### config.mk
export PLATFORM = sky130hd
export DESIGN_NAME = aifg_bind_cell
export DESIGN_NICKNAME = d
export VERILOG_FILES = /design/src/rtl/aifg_bind_cell.sv
export SDC_FILE = /design/constraint.sdc
export NUM_CORES = 1
export LEC_CHECK = 0
export CAP_MARGIN = 20
export CORE_ASPECT_RATIO = 1.75
export CORE_MARGIN = 8
export CORE_UTILIZATION = 62
export CTS_CLUSTER_DIAMETER = 40
export CTS_CLUSTER_SIZE = 30
export DETAILED_ROUTE_END_ITERATION = 16
export DONT_BUFFER_PORTS = 1
export GPL_ROUTABILITY_DRIVEN = 0
export HOLD_SLACK_MARGIN = 0.1
export PLACE_DENSITY = 0.88
export SYNTH_ARGS = -nofsm -noshare
export SYNTH_HDL_FRONTEND = slang
export SYNTH_SLANG_ARGS = --single-unit
### constraint.sdc
create_clock -name clk -period 3.6 [get_ports clk]
set_input_delay 0.72 -clock clk [delete_from_list [all_inputs] [get_ports clk]]
set_output_delay 0.72 -clock clk [all_outputs]
set_load 0.02 [all_outputs]
### src/rtl/aifg_bind_cell.sv
// aifg_bind_cell: one ip to mac binding entry
// depends on nothing
module aifg_bind_cell (
  input  logic        clk,
  input  logic        rst_n,
  input  logic [31:0] ip,
  input  logic [47:0] mac,
  input  logic        wr,
  output logic        ok,
  output logic        hit,
  output logic        mac_eq
);
  logic        ok_r;
  logic [31:0] ip_r;
  logic [47:0] mac_r;
  assign ok     = ok_r;
  assign hit    = ok_r && ip_r == ip;
  assign mac_eq = mac_r == mac;
  always_ff @(posedge clk) begin
    if (!rst_n) ok_r <= 1'b0;
    else if (wr) begin
      ok_r  <= 1'b1;
      ip_r  <= ip;
      mac_r <= mac;
    end
  end
endmodule
* Word-level counts from Yosys, hierarchy flattened
Index checks and enable logic that the tools add are counted.
Operators by class: add/subtract/negate cells 0, multiply operators 0, div/mod/pow operators 0, $lt $le $gt $ge 0, equality and inequality tests 2, shift-type cells 0, multiplexer cells 0, bitwise operators 0, reductions and logical operators 2
Operators by type and width (count):
- == test 48 bit | 1
- == test 32 bit | 1
- AND reduction 2 bit | 1
- logical AND 1 bit | 1
Storage, ports and cells: register bits after elaboration 81, bits in latches 0, memory bits (writable) 0, bits in read-only memories 0, input port bits 83, output and inout port bits 3, memories 0

* Depth between registers and ports, before layout
Gate-level depths: netlist (run 1).
depth after elaboration 2, gate-level depth with buffers 4

* Worst setup path after synthesis (run 1)
No wires, ideal clock.
path kind input port to flip-flop, start input wr, end register ip_r[0], enable pin, setup time 0.447 ns, arrival 2.583 ns, required time 3.153 ns, setup slack 0.570 ns, cell stages on the path 1, path through and2_1
On the way: word-level cells in the longest chain between the ends 1
Ends and longest elaborated chain:
- from (decl) | line 8 | input logic wr,
- AND reduction 2 bit (no line)
- to (signal assigned) | line 23 | ip_r <= ip;
- to (decl) | line 14 | logic [31:0] ip_r;
Every way passes these cells. A chain may end at the register's enable or synchronous reset.

* Worst setup path after layout (run 1)
start register ip_r[16], end output hit
On the way: word-level cells in the longest chain between the ends 2
Ends and longest elaborated chain:
- == test 32 bit | line 17 | assign hit = ok_r && ip_r == ip;
- logical AND 1 bit | line 17
- to (decl) | line 10 | output logic hit,
Every way passes these cells.

==> impl_metrics.toml, run 1 <==
[detailed_routing]
drtAntennaViolNets = 0
routedWlPerCell_um = 22.7
routed_wl_um = 5960
drtIter0Drc = 158
drc = 0
viasPerCell = 6.00
drt_first_pass_iters = 4
num_vias = 1573

[final_layout]
n_antenna_cell = 0
num-nets-final = 285
final_cell_count_no_fill = 262
fill_cells = 335
fin_util_pct = 69.0
area.growth.synth_to_final_pct = 8.45
layout-drive-gt1-share_pct = 8.21

[sta]
fin_skew_ns = 0
finalSetupTns_ns = 0
period_minus_slack_ns = 2.61
fmax_mhz = 383
maxSlewHeadroom_pct = 34.4
timing.final.hold_violations = 0
tightest_slew_ns = 0.984
whs_ns = 0.459
finalSetupViolations = 0
layout_setup_ws_ns = 0.987
report.final.slew_viol_count = 0
finalCritPeriodShare_pct = 72.6
rsz0062_at_grt = "false"

[global_routing]
grt_max_degree = 81
antenna_found_initial = 0
grt_overflow = 0
grt_usage_pct = 15.6
grt_first_pass_wirelength_um = 9300
first_global_vias = 1777

[cts]
numCtsBuffers = 9
insertion_delay_ns = 0.34
numClockSinks = 81
h-tree-depth = 3
cts_buffer_depth = 2
cts_root_buf = "clkbuf_8"
cts_setup_buffers = 0
ctsResizeCount = 0
cts_tree = "yes"
ctsHoldBuffers = 0
clk_pin_slew_ns = 0.09

[yosys]
synth_area_um2 = 3320
yosysUniqueCellTypes = 11
syn_inst = 191
synth_nets = 274
synth_seq_cells = 81
yosysSeqAreaShare_pct = 73.1
synth.avg_cell_area_um2 = 17.4
yosys_warnings = 0

[floorplan]
rows = 35
ios = 86
coreArea_um2 = 5210
start_util_pct = 63.6
die_w_um = 71.3
dieArea_um2 = 8040
die_h_um = 113

[worst_setup_path]
startpoint = "ip_r[16]$_DFFE_PP_"
critPathMaxStageDelay_ns = 0.43
arrival_ns = 1.89
crit_type = "flip-flop to primary output"
crit_path_start_kind = "flip-flop"
cp_max_fo = 1
slowest_stage = "nor3_2"
reg2reg_depth = 1
cp.required_ns = 2.88
ff2ff_setup_slack_ns = 2.89
r2r_end = "ok$_SDFFE_PN0P_"
endpoint_kind = "primary output"
endpoint = "hit"
worstPathCellList = "xor2_1, nor4_1, nand4_1, nor3_2"
regToRegStartpoint = "ok$_SDFFE_PN0P_"

[min_path]
hold_path_class = "primary input to flip-flop"
min-delay-start = "ip[17]"
min_path_cells = 0

[place]
dp_slack_ns = 1.00
dp_hpwl_um = 4470
port_buffers = 0
dp_cells = 246

[run_status]
outcome = "finished, final reports clean"

[pwr]
max-vdd-ir-drop_mv = 0.502
power.leakage_nw = 1.22
power_density_nw_per_um2 = 536

[flow_run]
maxCapViolCount = 0
-- cells in the mapped netlist --
cell type / instances / area share, %
nand3_1: 2 / 0.30
nor3_2: 2 / 0.60
nor4_1: 19 / 3.6
xnor2_1: 1 / 0.26
o21a_1: 1 / 0.23
nor3_1: 1 / 0.15
dfxtp_1: 1 / 0.60
and2_1: 1 / 0.19
xor2_1: 79 / 21
edfxtp_1: 80 / 72
nand4_1: 4 / 0.75
-- logic make-up after synthesis --
logic type	after synthesis	share of synthesized area, %
flip-flops	81	73.1
XOR/XNOR	80	21.1
AND/OR/NAND/NOR	29	5.58
AO/OA/AOI/OAI	1	0.226
-- area by class of cell --
| class | count | area, um^2 | share of cell area [%] |
|---|---|---|---|
| tap | 55 | 68.8 | 1.91 |
| clock inverter | 7 | 85.1 | 2.37 |
| multi-input combinational | 110 | 896 | 24.9 |
| sequential | 81 | 2420 | 67.4 |
| clock buffer | 9 | 124 | 3.44 |
-- placed cells by master, fill, tap and decap left out --
cell	n
and2_4	1
bufinv_16	2
clkbuf_8	9
clkinv_1	2
clkinv_2	2
clkinvlp_4	1
dfxtp_1	1
edfxtp_1	80
nand3_1	2
nand4_1	4
nor3_1	1
nor3_2	2
nor4_1	19
o21a_1	1
xnor2_1	1
xor2_1	79
-- flip-flops by register name (all words and copies together) (netlist names) --
name / cells
mac_r: 48
ok: 1
ip_r: 32
-- report_power, final --
| group | total (mW) | switching, mW | internal (mW) |
|---|---|---|---|
| Sequential | 1.14 | 0.0298 | 1.11 |
| Clock | 0.692 | 0.309 | 0.383 |
| Combinational | 0.0977 | 0.0498 | 0.0479 |
| Total | 1.93 | 0.389 | 1.54 |
-- metrics by stage --
step | instance area, um^2 | power [mW]
after floorplan | 3320 | 1.24
after global placement | 3390 | 1.25
after detailed placement | 3390 | 1.26
after CTS | 3600 | 1.95
after global routing | 3600 | 2.00
final | 3600 | 1.93
-- worst min-delay path by stage --
stage | end
after floorplan | ok$_SDFFE_PN0P_
after global placement | ok$_SDFFE_PN0P_
after detailed placement | ok$_SDFFE_PN0P_
after CTS | ip_r[17]$_DFFE_PP_
after global routing | ip_r[17]$_DFFE_PP_
final | ip_r[17]$_DFFE_PP_
-- metal layers --
layer | track usage (%) | part of all wire (%)
met1 | 14.5 | 33
met2 | 26.7 | 54
met3 | 7.26 | 9.4
met4 | 9.23 | 3.3
met5 | 0 | 0
-- critical path: cells and delay by family, from the launching register on --
kind	cells	cell delay (ns)
xor gates and xnor gates	1	0.16
DFF	1	0.40
and+or+nand+nor	3	1.01
Power figures use the tool's default switching activity.
==> run 2: changes to the inputs <==
ABC_AREA = 1   (was unset)
CORE_UTILIZATION = 63   (was 62)
PLACE_DENSITY = 0.89   (was 0.88)
clock period = 2.6 ns   (was 3.6 ns; I/O delays follow)
==> impl_metrics.toml, run 2 <==
[final_layout]
final_cell_mix = "82 x nand2_1, 80 x edfxtp_1, 42 x xnor2_1"
fin_area_um2 = 3900
n_antenna_cell = 0
area.growth.synth_to_final_pct = 8.72
regMostFlops = "mac_r"
final_common_cell = "nand2_1"
fin_util_pct = 70.4
largest_reg_flops = 48
layout-drive-gt1-share_pct = 5.15
num-nets-final = 408

[yosys]
ys_top_cells_by_area = "edfxtp_1 67%, xnor2_1 10%, nand2_1 8.6%, inv_1 4.4%, nor2_1 2.8%"
synth_edf_count = 80
syn_inst = 312
synth_top_area_share_pct = 66.9
synth.avg_cell_area_um2 = 11.5
synth.largest_area_cell = "edfxtp_1"
synth_nets = 395
yosys_warnings = 0
synth_most_common_cell = "nand2_1"
synth_area_um2 = 3590
synth_flop_cell = "edfxtp_1"
ys_top_cells_by_count = "82 x nand2_1, 80 x edfxtp_1, 42 x inv_1, 42 x xnor2_1, 27 x nor2_1"
synth_seq_cells = 81
synth-async-reset-ratio_pct = 0
yosysUniqueCellTypes = 14
yosysSeqAreaShare_pct = 67.5

[sta]
finalCritPeriodShare_pct = 84.5
fmax_mhz = 455
maxSlewHeadroom_pct = 59.7
report.final.slew_viol_count = 0
timing.final.hold_violations = 0
rsz0062_at_grt = "false"
finalSetupViolations = 0
tightest_slew_ns = 0.604
finalSetupTns_ns = 0
period_minus_slack_ns = 2.20
fin_skew_ns = 0

[floorplan]
coreArea_um2 = 5540
die_h_um = 116
die_w_um = 73.1
rows = 36
dieArea_um2 = 8460
ios = 86
start_util_pct = 64.8

[min_path]
hold_path_class = "primary input to flip-flop"

[detailed_routing]
drt_first_pass_iters = 4
drtIter0Drc = 124
num_vias = 2053
routed_wl_um = 6470
drtAntennaViolNets = 0
routedWlPerCell_um = 15.9
drc = 0
viasPerCell = 5.06

[global_routing]
antenna_found_initial = 0
first_global_vias = 2167
grt_usage_pct = 16.4
grt_max_degree = 29
grt_overflow = 0
grt_first_pass_wirelength_um = 10300

[cts]
cts_setup_buffers = 0
ctsHoldBuffers = 0
cts_buffer_depth = 2
ctsResizeCount = 0
clk_pin_slew_ns = 0.08
numClockSinks = 81
h-tree-depth = 3
cts_tree = "yes"
insertion_delay_ns = 0.33
numCtsBuffers = 9
cts_root_buf = "clkbuf_8"

[place]
dp_hpwl_um = 5100
port_buffers = 0
postPlaceCellArea_um2 = 3720

[worst_setup_path]
arrival_ns = 1.68
crit_path_start_kind = "flip-flop"
worstPathCellList = "xnor2_1, nand2_1, nor3_1, nand3_1, nor2_1"
endpoint_kind = "primary output"
cp.required_ns = 2.08
critPathMaxStageDelay_ns = 0.40
cp_max_fo = 1
crit_family = "simple AND/OR/NAND/NOR gates"
timing.critical_path.buf_inv = 0
crit_type = "flip-flop to primary output"
slowest_stage = "edfxtp_1"

[flow_run]
maxCapViolCount = 0

[pwr]
power.total_mw = 2.60
power_density_nw_per_um2 = 667
max-vdd-ir-drop_mv = 0.563
power.leakage_nw = 1.46

[run_status]
outcome = "finished, final reports clean"
run 2: cell types whose count changed after synthesis, sizes merged:
| cell | previous run | this run |
|---|---|---|
| nor4 | 19 | 0 |
| nor3 | 3 | 2 |
| o211ai | 0 | 2 |
| nand4 | 4 | 5 |
| nor2 | 0 | 28 |
| and2 | 1 | 0 |
| inv | 0 | 42 |
| xor2 | 79 | 7 |
| or2 | 0 | 2 |
| o21ai | 0 | 17 |
| xnor2 | 1 | 42 |
| o21a | 1 | 0 |
| nand2 | 0 | 82 |
run 2: worst register-to-register path: stages (launching register included):
cell and delay [ns]:
dfxtp_1 0.48, nand2_1 0.08, nand2_1 0.07
run 2: where the power goes:
part	internal (mW)	switching (mW)	total, mW
clock network	0.433	0.399	0.832
registers	1.53	0.0401	1.57
logic	0.0962	0.0991	0.195
run 2: metrics by stage:
| step | cells | hold slack (ns) | setup slack (ns) |
|---|---|---|---|
| final | 406 | 0.266 | 0.403 |
| after global routing | 406 | 0.239 | 0.214 |
| after CTS | 406 | 0.245 | 0.330 |
| after detailed placement | 390 | 0.558 | 0.583 |
| after global placement | 390 | 0.552 | 0.599 |
| after floorplan | 312 | 0.530 | 0.0342 |
run 2: worst paths after layout:
| check | from | endpoint | slack [ns] | cells after the start |
|---|---|---|---|---|
| max | ip_r[12]$_DFFE_PP_ | hit | 0.40 | 5 |
| min | mac[22] | mac_r[22]$_DFFE_PP_ | 0.27 | 0 |
| max reg2reg | ok$_SDFFE_PN0P_ | ok$_SDFFE_PN0P_ | 1.92 | 2 |
| min reg2reg | ok$_SDFFE_PN0P_ | ok$_SDFFE_PN0P_ | 0.57 | 2 |
run 2: metal layers:
| layer | share of wire [%] | wire [um] | up-vias | global-route usage (%) |
|---|---|---|---|---|
| met4 | 1.9 | 124 | 0 | 9.54 |
| met1 | 34 | 2190 | 951 | 15.7 |
| met5 | 0 | 0 | - | 0 |
| met2 | 56 | 3620 | 53 | 28.7 |
| li1 | - | - | 1040 | - |
| met3 | 8.2 | 531 | 9 | 6.33 |
run 2: cells by family after synthesis:
kind of cell / count (synthesis) / synth area share (%)
AOI/OAI and AO/OA: 19 / 2.79
xor gates and xnor gates: 49 / 12.0
buffers and inverters: 42 / 4.39
DFF: 81 / 67.5
and+or+nand+nor: 121 / 13.4
run 2: final cells by class:
type                       count  area (um^2)
fill                         388         1640
clock inverter                 5         46.3
inverter                      42          158
clock buffer                  11          131
multi-input combinational    189         1010
sequential                    81         2420
timing repair buffer           2         40.0
tap                           76         95.1
